### config.mk
export PLATFORM = sky130hd
export DESIGN_NAME = stb_engine
export DESIGN_NICKNAME = d
export VERILOG_FILES = /design/src/rtl/stb_pkg.sv /design/src/rtl/stb_engine.sv
export VERILOG_INCLUDE_DIRS = /design/src /design/src/rtl
export SDC_FILE = /design/constraint.sdc
export NUM_CORES = 1
export LEC_CHECK = 0
export ABC_AREA = 0
export BUFFER_PORTS_ARGS = -buffer_cell sky130_fd_sc_hd__buf_2
export CAP_MARGIN = 20
export CORE_AREA = 2 2 100 102
export CTS_BUF_LIST = sky130_fd_sc_hd__clkbuf_16
export CTS_CLUSTER_DIAMETER = 50
export DETAILED_ROUTE_END_ITERATION = 10
export DIE_AREA = 0 0 102 104
export GPL_ROUTABILITY_DRIVEN = 0
export PLACE_DENSITY = 0.8
export SLEW_MARGIN = 0
export SYNTH_ARGS = -nofsm -noshare
export SYNTH_HDL_FRONTEND = slang
export SYNTH_SLANG_ARGS = --single-unit
### constraint.sdc
create_clock -name clk -period 15.6 [get_ports clk]
set_input_delay 1.56 -clock clk [delete_from_list [all_inputs] [get_ports clk]]
set_output_delay 1.56 -clock clk [all_outputs]
set_load 0.01 [all_outputs]
### src/rtl/sorted_table_binary_search_defines.svh
// assertion macros used by the sorted table search engine
`ifndef SORTED_TABLE_BINARY_SEARCH_DEFINES_SVH
`define SORTED_TABLE_BINARY_SEARCH_DEFINES_SVH

// checked while out of reset
`define STB_ASSERT(label, prop, msg) \
  label: assert property (@(posedge clk) disable iff (rst) prop) else $error(msg);

// checked at every edge, reset included
`define STB_ASSERT_ALWAYS(label, prop, msg) \
  label: assert property (@(posedge clk) prop) else $error(msg);

`endif

### src/rtl/stb_pkg.sv
// types, constants and codes for the sorted table search block
package stb_pkg;

  localparam int IDX_W = 10;
  localparam int VAL_W = 32;
  localparam int DEFAULT_TABLE_DEPTH = 1024;

  localparam int S_DATA_W = 96;
  localparam int M_DATA_W = 16;

  typedef enum logic [0:0] {
    FUNC_WRITE  = 1'b0,
    FUNC_SEARCH = 1'b1
  } func_t;

  typedef enum logic [1:0] {
    STB_IDLE,
    STB_SEARCH,
    STB_FINISH
  } state_t;

  typedef logic [IDX_W-1:0] idx_t;
  typedef logic signed [IDX_W+1:0] bound_t;

  typedef struct packed {
    idx_t                    low;
    idx_t                    high;
    logic signed [VAL_W-1:0] key;
  } search_req_t;

  typedef struct packed {
    logic found;
    idx_t match_index;
  } search_res_t;

endpackage

### src/rtl/stb_engine.sv
// binary search sequencer: one table read and one compare per step
`include "sorted_table_binary_search_defines.svh"

module stb_engine #(
  parameter int TABLE_DEPTH = 1024
) (
  input  logic                            clk,
  input  logic                            rst,
  input  logic                            start,
  input  stb_pkg::search_req_t            req,
  output logic                            busy,
  output logic                            res_valid,
  input  logic                            res_ready,
  output stb_pkg::search_res_t            res,
  output logic                            rd_en,
  output logic [$clog2(TABLE_DEPTH)-1:0]  rd_addr,
  input  logic [stb_pkg::VAL_W-1:0]       rd_data
);

  import stb_pkg::*;

  localparam int AW = $clog2(TABLE_DEPTH);

  state_t                  state, state_next;
  bound_t                  lo, lo_next;
  bound_t                  hi, hi_next;
  idx_t                    mid, mid_next;
  logic signed [VAL_W-1:0] key, key_next;
  logic                    found, found_next;
  idx_t                    match_idx, match_idx_next;

  bound_t                  lo_in, hi_in, sum;
  idx_t                    hi_sat;
  logic [IDX_W+AW-1:0]     addr_wide;
  logic signed [VAL_W-1:0] entry;

  assign hi_sat = (int'(req.high) > (TABLE_DEPTH - 1)) ? IDX_W'(TABLE_DEPTH - 1) : req.high;
  assign lo_in  = bound_t'({2'b00, req.low});
  assign hi_in  = bound_t'({2'b00, hi_sat});
  assign entry  = $signed(rd_data);

  always_ff @(posedge clk) begin
    if (rst) begin
      state <= STB_IDLE;
    end else begin
      state <= state_next;
    end
  end

  always_ff @(posedge clk) begin
    lo        <= lo_next;
    hi        <= hi_next;
    mid       <= mid_next;
    key       <= key_next;
    found     <= found_next;
    match_idx <= match_idx_next;
  end

  always_comb begin
    state_next     = state;
    lo_next        = lo;
    hi_next        = hi;
    mid_next       = mid;
    key_next       = key;
    found_next     = found;
    match_idx_next = match_idx;
    rd_en          = 1'b0;
    res_valid      = 1'b0;
    unique case (state)
      STB_IDLE: begin
        if (start) begin
          lo_next        = lo_in;
          hi_next        = hi_in;
          key_next       = req.key;
          found_next     = 1'b0;
          match_idx_next = '0;
          if (lo_in <= hi_in) begin
            rd_en      = 1'b1;
            state_next = STB_SEARCH;
          end else begin
            state_next = STB_FINISH;
          end
        end
      end
      STB_SEARCH: begin
        if (key == entry) begin
          found_next     = 1'b1;
          match_idx_next = mid;
          state_next     = STB_FINISH;
        end else begin
          if (key > entry) begin
            lo_next = bound_t'({2'b00, mid}) + bound_t'(1);
          end else begin
            hi_next = bound_t'({2'b00, mid}) - bound_t'(1);
          end
          if (lo_next <= hi_next) begin
            rd_en = 1'b1;
          end else begin
            state_next = STB_FINISH;
          end
        end
      end
      STB_FINISH: begin
        res_valid = 1'b1;
        if (res_ready) begin
          state_next = STB_IDLE;
        end
      end
      default: state_next = STB_IDLE;
    endcase
    sum = lo_next + hi_next;
    if (rd_en) begin
      mid_next = sum[IDX_W:1];
    end
  end

  assign addr_wide       = {{AW{1'b0}}, mid_next};
  assign rd_addr         = addr_wide[AW-1:0];
  assign busy            = (state != STB_IDLE);
  assign res.found       = found;
  assign res.match_index = match_idx;

  `STB_ASSERT(a_range_live, (state == STB_SEARCH) |-> (lo <= hi), "search step with empty range")
  `STB_ASSERT(a_mid_in_range,
    (state == STB_SEARCH) |-> (bound_t'({2'b00, mid}) >= lo && bound_t'({2'b00, mid}) <= hi),
    "probe index outside range")
  `STB_ASSERT(a_result_holds, (res_valid && !res_ready) |=> (res_valid && $stable(res)),
    "result changed while stalled")
  `STB_ASSERT_ALWAYS(a_reset_idle, rst |=> (!res_valid && !busy), "engine not idle after reset")

endmodule

# Word level (Yosys, flattened, before mapping)
# Cells that the tools add are included.
classes:
  n_addsub: 3
  order_cmp: 3
  eq_ne: 7
  muxes: 31
  n_reduce_logical: 6
ops:
  columns: ["op", "n"]
  rows:
  - ["$mux W12", 10]
  - ["$pmux W12 S2", 2]
  - ["$eq A32 B32 Y1", 1]
  - ["$gt A32 B32 Y1", 1]
  - ["$mux W10", 3]
  - ["$pmux W10 S2", 1]
  - ["$le A12 B12 Y1", 1]
  - ["$add A10 B1 Y11 const B", 1]
  - ["$add A11 B11 Y11", 1]
  - ["$sub A10 B1 Y11 const B", 1]
  - ["$le A10 B10 Y1", 1]
  - ["$mux W2", 5]
  - ["$mux W1", 7]
  - ["$ne A2 B2 Y1 const B", 3]
  - ["$pmux W2 S3", 1]
  - ["$reduce_and A3 Y1", 2]
  - ["$pmux W1 S2", 2]
  - ["$reduce_bool A2 Y1", 2]
  - ["$ne A3 B3 Y1 const B", 1]
  - ["$eq A2 B1 Y1 const B", 1]
  - ["$eq A2 B2 Y1 const B", 1]
  - ["$logic_not A2 Y1", 1]
  - ["$reduce_and A2 Y1", 1]
totals:
  reg_bits: 79
  input_bits: 88
  word_cells: 57

# Depth between registers and ports, before layout
# Gate-level depths: netlist (run 1).
depth:
  ltp_word: 9
  depth_mapped: 24
  depth_no_buf: 23

# Least setup slack after synthesis (run 1)
# No wires, ideal clock.
synth_path:
  path_type: "input -> output"
  start: "input port rd_data[14] (netlist bit)"
  end: "output port rd_addr[6]"
  arrival_time_ns: 5.855
  required_time_ns: 14.040
  setup_slack_ns: 8.185
  path_stages: 24
  path_buffers: 4
  path_cell_list: "inv_1 ha_1 a21oi_1 nand2_1 a221o_1 o31a_1 o211ai_2 buf_6 clkbuf_1 clkbuf_1 nor2_1 a21oi_1 ha_1 nor2b_1 o21a_1 o21ai_0 a21oi_1 o21ai_0 a21oi_1 o41ai_1 o2bb2ai_1 clkbuf_1 nor2_1 a21oi_1"
synth_via:
  elab_chain_len: 9
  elab_cells_between_ends: 18
synth_rtl:
  columns: ["element", "line_no", "source"]
  rows:
  - ["start, declared", "stb_engine.sv:17", "input logic [stb_pkg::VAL_W-1:0] rd_data"]
  - ["$gt A32 B32 Y1", "stb_engine.sv:91", "if (key > entry) begin"]
  - ["$mux W12", "stb_engine.sv:91", null]
  - ["$mux W12", "stb_engine.sv:86", "if (key == entry) begin"]
  - ["$mux W12", "stb_engine.sv:69", "unique case (state)"]
  - ["$le A12 B12 Y1", "stb_engine.sv:96", "if (lo_next <= hi_next) begin"]
  - ["$mux W1", "stb_engine.sv:96", null]
  - ["$mux W1 *", "stb_engine.sv:86", null]
  - ["$pmux W1 S2 *", "stb_engine.sv:69", null]
  - ["net rd_en", "stb_engine.sv:15", "output logic rd_en,"]
  - ["$mux W10 *", "stb_engine.sv:112", "if (rd_en) begin"]
  - ["end, declared", "stb_engine.sv:16", "output logic [$clog2(TABLE_DEPTH)-1:0] rd_addr,"]
# Mark *: on every way through the listed nets, which the timed path passes. The rest lies on a longest branch. The select of a mux whose other input is x is not followed.

# Worst setup path in the final report (run 1)
layout_path:
  start: "input port rd_data[14] (netlist bit)"
  end: "output port rd_addr[9]"
layout_via:
  elab_cells_between_ends: 18
layout_lines:
  columns: ["element", "line_no", "source"]
  rows:
  - ["$gt A32 B32 Y1", "stb_engine.sv:91", null]
  - ["$mux W12", "stb_engine.sv:91", null]
  - ["$mux W12", "stb_engine.sv:86", null]
  - ["$mux W12", "stb_engine.sv:69", null]
  - ["$mux W12 *", "stb_engine.sv:86", null]
  - ["$pmux W12 S2 *", "stb_engine.sv:69", null]
  - ["net hi_next[2]", "stb_engine.sv:26", "bound_t hi, hi_next;"]
  - ["$add A11 B11 Y11 *", "stb_engine.sv:111", "sum = lo_next + hi_next;"]
  - ["$mux W10 *", "stb_engine.sv:112", null]
# Marks and branches as above.

==> results of run 1 <==
==> cell type report <==
class | instances | area (um2)
fill | 808 | 3480
multi-input combinational | 379 | 2810
sequential | 79 | 2030
timing repair buffer | 116 | 593
clock buffer | 9 | 225
inverter | 57 | 214
tap | 133 | 166
clock inverter | 7 | 35.0
==> kinds of logic after synthesis <==
group                      after synthesis  synth area share (%)
AOI/OAI and AO/OA                      141                  18.2
and+or+nand+nor                        137                  13.8
buffers and inverters                   79                  6.00
DFF                                     79                  39.5
adders and majority gates               66                  16.2
xor gates and xnor gates                24                  4.08
muxes                                   11                  2.26
==> through the flow <==
stage / hold WS, ns / total power [W] / cells / util (%) / cell area [um2]
after CTS: 0.515 / 0.00110 / 780 / 63.6 / 6070
after global placement: 0.480 / 0.000886 / 764 / 60.9 / 5810
after detailed placement: 0.508 / 0.000903 / 764 / 60.9 / 5810
final: 0.519 / 0.00111 / 780 / 63.6 / 6070
after floorplan: 0.472 / 0.000743 / 537 / - / 5150
after global routing: 0.572 / 0.00118 / 780 / 63.6 / 6070
==> worst min-delay path: stages (launching register included) <==
cell and delay [ns]:
dfxtp_1 0.31, nand3_1 0.09, o21ai_2 0.07
==> registers in the layout, summed over array words and instances, names as in the netlist <==
signal     count
hi            12
state          2
match_idx     10
found          1
mid           10
key           32
lo            12
==> power by group through the flow <==
stage                     logic, W  clock network [W]  registers [W]
after floorplan           0.000423                  0       0.000320
after global placement    0.000539                  0       0.000347
after detailed placement  0.000552                  0       0.000351
after CTS                 0.000560           0.000189       0.000347
after global routing      0.000628           0.000199       0.000356
final                     0.000568           0.000188       0.000349
==> per-layer routing <==
layer	global-route usage (%)	up-vias
met5	0	-
met4	10.2	0
met3	4.70	26
met2	42.9	232
met1	31.7	2094
li1	-	2147
==> cells in the mapped netlist (2+ instances only) <==
| master | n |
|---|---|
| a211oi_1 | 2 |
| a21boi_0 | 2 |
| a21o_1 | 11 |
| a21oi_1 | 32 |
| a221o_1 | 10 |
| a221oi_1 | 2 |
| a22oi_1 | 19 |
| a41oi_2 | 2 |
| and2_1 | 10 |
| and3_1 | 3 |
| and4_1 | 2 |
| clkbuf_1 | 19 |
| dfxtp_1 | 34 |
| edfxtp_1 | 45 |
| ha_1 | 65 |
| inv_1 | 56 |
| mux2_2 | 5 |
| mux2i_1 | 6 |
| nand2_1 | 34 |
| nand3_1 | 14 |
| nand4_1 | 8 |
| nand4_2 | 2 |
| nor2_1 | 38 |
| nor2b_1 | 8 |
| nor3_1 | 4 |
| nor4_4 | 2 |
| o211ai_1 | 2 |
| o21a_1 | 3 |
| o21ai_0 | 39 |
| o21ai_1 | 2 |
| o31a_1 | 2 |
| o31ai_1 | 3 |
| or2_2 | 2 |
| or3_1 | 4 |
| xnor2_1 | 17 |
| xor2_1 | 7 |
==> worst paths after layout <==
| check | from | to | slack (ns) | depth (start not counted) |
|---|---|---|---|---|
| setup / recovery | rd_data[14] | rd_addr[9] | 6.90 | 26 |
| hold / removal | hi[10] | hi[10] | 0.52 | 2 |
| setup reg to reg | key[14] | mid[9] | 9.78 | 23 |
| hold reg to reg | hi[10] | hi[10] | 0.52 | 2 |
==> results.py, run 1 <==
metrics = {
    "clocking": {
        "register_clock_pin_slew_on_the_reported_worst_setup_and_hold_paths_ns": 0.05,
        "tritoncts_num_sinks": 79,
        "buffer_levels_on_the_longest_clock_path": 2,
        "tritoncts": "built",
        "root_buffer": "clkbuf_16",
        "clk-insertion-delay-late_ns": 0.34,
        "cts_buffers": 9,
        "clock_tree.htree_level_count": 3,
        "post_cts.resized_instances": 0,
        "cts_hold_buffers": 0,
        "post-cts-setup-buffers": 0,
    },
    "sta": {
        "finalCriticalPeriod_ns": 8.70,
        "setup_ws_ns": 6.90,
        "finalMaxSlewViolations": 0,
        "setup_tns_ns": 0,
        "maxClockFrequency_mhz": 115,
        "final_min_period_over_clock_period_pct": 55.8,
        "final-hold-violation-count": 0,
        "timing.max_slew.rel_slack_pct": 28.4,
        "tightest_slew_ns": 1.07,
        "final.setup_skew_ns": 0.0133,
        "grt_setup_unrepaired": "no",
        "number_of_endpoints_failing_setup_at_the_final_stage": 0,
    },
    "place": {
        "dp.final_hpwl_um": 10000,
        "placement.setup.worst_slack_ns": 7.09,
        "io_buffers": 111,
    },
    "detailed_routing": {
        "routed_wire_length_per_instance_um": 17.0,
        "final_antenna_net_count": 0,
        "drt-met1-wl_um": 5650,
        "vias_per_cell": 5.77,
        "first_iter_violations": 239,
        "drt_pre_antenna_iters": 6,
        "met2WireLength_um": 6290,
        "met3RoutedLength_um": 1030,
        "maxUsedRoutingLayer": "met4",
        "num_vias": 4499,
        "drt_drc_violations_left": 0,
        "drt-total-wl_um": 13200,
    },
    "yosys": {
        "ys_async_sr_fraction_pct": 0,
        "synthesis.area_um2": 5150,
        "synth_seq_area_share_pct": 39.5,
        "yosys.cell_types.count": 57,
        "synth_enable_flop_cells": 45,
        "avg_inst_size_synth_um2": 9.59,
        "synth_top_cell_area_share_pct": 26.2,
        "synth.net_count": 691,
        "syn-instance-count": 537,
        "ys_ff_latch": 79,
        "synth_area_leaders": "edfxtp_1 (26%), ha_1 (16%), dfxtp_1 (13%)",
        "synth_top_cell_by_area": "edfxtp_1",
        "synth_top_flop_cell": "edfxtp_1",
        "ys_warn_count": 0,
    },
    "floorplanning": {
        "placeableCoreArea_um2": 9550,
        "ioPinCount": 112,
        "die_height_um": 104,
        "row_count": 36,
        "initial_standard_cell_utilization_of_the_core_pct": 53.9,
        "die_width_um": 102,
        "floorplan.die_area_um2": 10600,
    },
    "power_and_ir_drop": {
        "total_switching_power_w": 0.000466,
        "power_per_cell_area_nw_per_um2": 182,
        "seq_power_share_pct": 31.6,
        "combinationalPowerShare_pct": 51.4,
        "worst_vdd_rail_ir_drop_mv": 0.155,
        "netSwitchingFraction_pct": 42.2,
        "internal-power_w": 0.000639,
        "power.share.clock_pct": 17.0,
        "static-leakage-power_nw": 2.87,
    },
    "min_path": {
        "hold_path.class": "reg -> reg",
    },
    "finish": {
        "antenna_cells_inserted": 0,
        "post_route_cells_drive_above_1_share_pct": 22.9,
        "layout.cells.most_common": "buf_2",
        "num-nets-final": 796,
        "syn2layout_area_growth_pct": 18.0,
        "most-common-layout-cells": "buf_2 (111), ha_1 (65), inv_1 (59)",
    },
    "worst_setup_path": {
        "cp-start-kind": "input pin",
        "cp_data_required_time_ns": 14.04,
        "worst_path_most_repeated_cell": "a21oi_1",
        "crit_fanout": 47,
        "timing.critical_path.buf_inv": 4,
        "critical_path.slowest_cell": "o21ai_0",
        "cp_top_family": "compound AO/OA/AOI/OAI gates",
        "critical-path-max-stage-delay_ns": 0.44,
        "worstSetupEndpointType": "primary output",
        "worstPathArrival_ns": 7.14,
        "timing_worst_setup_path_type": "in -> out",
    },
    "grt": {
        "grt_pass1_vias": 4537,
        "largest_net_degree_at_the_start_of_global_routing": 48,
        "grt_first_pass_wirelength_um": 21200,
        "aggregate_global_route_resource_usage_pct": 25.4,
        "grt.overflow.total": 0,
        "number_of_antenna_violations_at_the_first_check_in_global_routing": 0,
    },
    "flow_run": {
        "timing.max_cap.violations": 0,
    },
    "run_status": {
        "run_status": "complete, no violations",
    },
}
Note: power is estimated with default switching activity, not from simulation.
==> run 2: changes to the inputs <==
- ABC_AREA: 0 -> 1
- CORE_AREA: 2 2 100 102 -> 2 2 102 104
- DIE_AREA: 0 0 102 104 -> 0 0 104 106
- PLACE_DENSITY: 0.8 -> 0.79
- clock period: 15.6 -> 8.55 ns (I/O delays scaled with it)
==> run 2 against run 1 <==
Effect of this change:
- wire length rose by 5.4%
- core utilization is 0.062 points lower
- non-clock buffer count is 5 lower
- critical path depth up 7
- via count up 7.7%
- sequential share of layout area decreased by 1.5 points
- first-iteration DRC count grew 1.3%
- final cell count grew 14%
- global-route usage up 0.95 points
- hold slack improved by 0.0069 ns
- die area up 3.9%
- clock power rose to 2.6 times the previous value
- largest cell class unchanged
- largest power group unchanged
==> results.py, run 2 <==
metrics = {
    "run_status": {
        "run_status": "complete, no violations",
    },
    "floorplanning": {
        "floorplan.die_area_um2": 11000,
        "die_height_um": 106,
        "row_count": 37,
        "ioPinCount": 112,
        "die_width_um": 104,
        "initial_standard_cell_utilization_of_the_core_pct": 53.4,
        "placeableCoreArea_um2": 10000,
    },
    "flow_run": {
        "timing.max_cap.violations": 0,
    },
    "yosys": {
        "syn-instance-count": 639,
        "synth_top_cell_area_share_pct": 25.3,
        "ys_async_sr_fraction_pct": 0,
        "synthesis.area_um2": 5340,
        "yosys.cell_types.count": 51,
        "synth_seq_area_share_pct": 38.0,
        "synth_top_cell_by_area": "edfxtp_1",
        "synth.top_cells.by_count": "nand2_1 (124), inv_1 (94), ha_1 (65), nor2_1 (51), edfxtp_1 (45)",
        "synth.net_count": 793,
        "avg_inst_size_synth_um2": 8.36,
        "ys_ff_latch": 79,
        "ys_warn_count": 0,
        "synth_enable_flop_cells": 45,
        "synth_top_flop_cell": "edfxtp_1",
        "synth_area_leaders": "edfxtp_1 (25%), ha_1 (15%), dfxtp_1 (13%)",
        "yosys.cell_count.top_type": "nand2_1",
    },
    "power_and_ir_drop": {
        "worst_vdd_rail_ir_drop_mv": 0.173,
        "combinationalPowerShare_pct": 48.8,
        "internal-power_w": 0.00122,
        "static-leakage-power_nw": 3.13,
        "total_switching_power_w": 0.000902,
        "power_per_cell_area_nw_per_um2": 335,
        "netSwitchingFraction_pct": 42.4,
        "power.share.clock_pct": 22.6,
        "seq_power_share_pct": 28.6,
    },
    "min_path": {
        "min_path_cells": 2,
        "hold-path-endpoint": "lo[6]",
        "worst_hold_startpoint": "lo[6]",
        "hold_path.class": "reg -> reg",
    },
    "detailed_routing": {
        "maxUsedRoutingLayer": "met4",
        "routed_wire_length_per_instance_um": 15.7,
        "drt_drc_violations_left": 0,
        "met2WireLength_um": 7000,
        "num_vias": 4844,
        "vias_per_cell": 5.46,
        "met3RoutedLength_um": 732,
        "drt-met1-wl_um": 5530,
        "drt_pre_antenna_iters": 5,
        "first_iter_violations": 242,
        "final_antenna_net_count": 0,
        "drt-total-wl_um": 14000,
    },
    "clocking": {
        "register_clock_pin_slew_on_the_reported_worst_setup_and_hold_paths_ns": 0.06,
        "clock_tree.htree_level_count": 3,
        "buffer_levels_on_the_longest_clock_path": 2,
        "cts_hold_buffers": 0,
        "cts_buffers": 9,
        "post_cts.resized_instances": 0,
        "post-cts-setup-buffers": 0,
        "tritoncts_num_sinks": 79,
        "root_buffer": "clkbuf_16",
        "clk-insertion-delay-late_ns": 0.35,
        "tritoncts": "built",
    },
    "place": {
        "placement.setup.worst_slack_ns": 2.24,
        "dp.final_hpwl_um": 10800,
        "io_buffers": 111,
    },
    "grt": {
        "number_of_antenna_violations_at_the_first_check_in_global_routing": 0,
        "grt.overflow.total": 0,
        "grt_pass1_vias": 5068,
        "grt_first_pass_wirelength_um": 23000,
        "largest_net_degree_at_the_start_of_global_routing": 54,
        "aggregate_global_route_resource_usage_pct": 26.4,
    },
    "finish": {
        "max_ffs_per_register": 32,
        "regArea_um2": 2030,
        "fin_util_pct": 63.5,
        "most-common-layout-cells": "nand2_1 (124), buf_2 (111), inv_1 (93)",
        "antenna_cells_inserted": 0,
        "syn2layout_area_growth_pct": 19.0,
        "largestRegisters": "key x32, hi x12, lo x12",
        "post_route_cells_drive_above_1_share_pct": 23.7,
        "layout.cells.most_common": "nand2_1",
        "area_occupied_by_multi_input_gates_um2": 2850,
        "fillerInstances": 846,
        "most_flop_heavy_register": "key",
        "num-nets-final": 900,
    },
    "sta": {
        "final-hold-violation-count": 0,
        "final.setup_skew_ns": 0.00630,
        "holdWs_ns": 0.526,
        "maxClockFrequency_mhz": 156,
        "finalCriticalPeriod_ns": 6.41,
        "number_of_endpoints_failing_setup_at_the_final_stage": 0,
        "timing.max_slew.rel_slack_pct": 31.6,
        "grt_setup_unrepaired": "no",
        "finalMaxSlewViolations": 0,
        "final_min_period_over_clock_period_pct": 75.0,
        "tightest_slew_ns": 1.02,
        "setup_ws_ns": 2.14,
        "setup_tns_ns": 0,
    },
    "worst_setup_path": {
        "crit-reg2reg-launch": "key[31]",
        "cp-start-kind": "input pin",
        "r2r_cells": 30,
        "critical-path-max-stage-delay_ns": 0.46,
        "worstSetupEndpointType": "primary output",
        "timing_worst_setup_path_type": "in -> out",
        "critical_path.slowest_cell": "fa_1",
        "cp_data_required_time_ns": 7.70,
        "crit_fanout": 33,
        "worstPathArrival_ns": 5.56,
        "regToRegSetupSlack_ns": 3.65,
        "worst_path_most_repeated_cell": "nand2_1",
        "reg2reg_to": "mid[9]",
    },
}
run 2: cell types whose count changed in the layout (fill, tap and decap cells not counted), sizes merged, moves of 9 or more:
| cell | previous run | this run |
|---|---|---|
| or2 | 2 | 12 |
| nand2 | 34 | 137 |
| a21oi | 32 | 43 |
| a21o | 11 | 2 |
| a22oi | 19 | 2 |
| and2 | 11 | 1 |
| xnor2 | 17 | 2 |
| nand3 | 15 | 25 |
| inv | 60 | 100 |
| a221o | 10 | 0 |
| nor2 | 38 | 54 |
| a221oi | 2 | 11 |
run 2: final cells by class:
class / instances / area share, %
clock buffer: 9 / 3.54
clock inverter: 7 / 2.26
inverter: 100 / 5.91
multi-input combinational: 445 / 44.9
sequential: 79 / 32.0
tap: 136 / 2.68
timing repair buffer: 111 / 8.74
run 2: how the worst max path moves through the flow:
| stage | from | to | slack (ns) |
|---|---|---|---|
| finish | rd_data[31] | rd_addr[9] | 2.14 |
| global route | rd_data[31] | rd_addr[9] | 1.73 |
| CTS | rd_data[23] | rd_addr[9] | 2.22 |
| detailed placement | rd_data[23] | rd_addr[9] | 2.24 |
| global placement | rd_data[23] | rd_addr[9] | 2.36 |
| floorplan | start | rd_addr[9] | 3.03 |
run 2: critical path: cells and delay by family:
family	cells	cell delay, ns
AO/OA/AOI/OAI	8	1.17
XOR/XNOR	1	0.22
adder cells (fa/ha/maj)	2	0.80
buffers and inverters	7	0.84
AND/OR/NAND/NOR	15	1.66
run 2: kinds of logic after synthesis:
family | after synthesis | synth area share (%)
and+or+nand+nor | 248 | 20.9
buffers and inverters | 115 | 8.57
AOI/OAI and AO/OA | 114 | 14.1
DFF | 79 | 38.0
adders and majority gates | 66 | 15.6
xor gates and xnor gates | 17 | 2.79
run 2: per-layer routing:
layer | up-vias | GRT usage, %
met1 | 2243 | 28.8
met3 | 58 | 4.97
li1 | 2357 | -
met2 | 186 | 46.9
met5 | - | 0
met4 | 0 | 17.2
run 2: power by group through the flow:
stage / clock network, W / registers, W / logic (W)
global placement: 0 / 0.000606 / 0.000983
global route: 0.000500 / 0.000621 / 0.00116
detailed placement: 0 / 0.000613 / 0.00101
floorplan: 0 / 0.000583 / 0.000750
finish: 0.000481 / 0.000609 / 0.00104
CTS: 0.000482 / 0.000606 / 0.00102
run 2: per-stage QoR:
stage | area, um2 | total power [W] | std cells
after floorplan | 5340 | 0.00133 | 639
after global placement | 5980 | 0.00159 | 871
after detailed placement | 5980 | 0.00162 | 871
after CTS | 6350 | 0.00211 | 887
after global routing | 6350 | 0.00228 | 887
final | 6350 | 0.00213 | 887
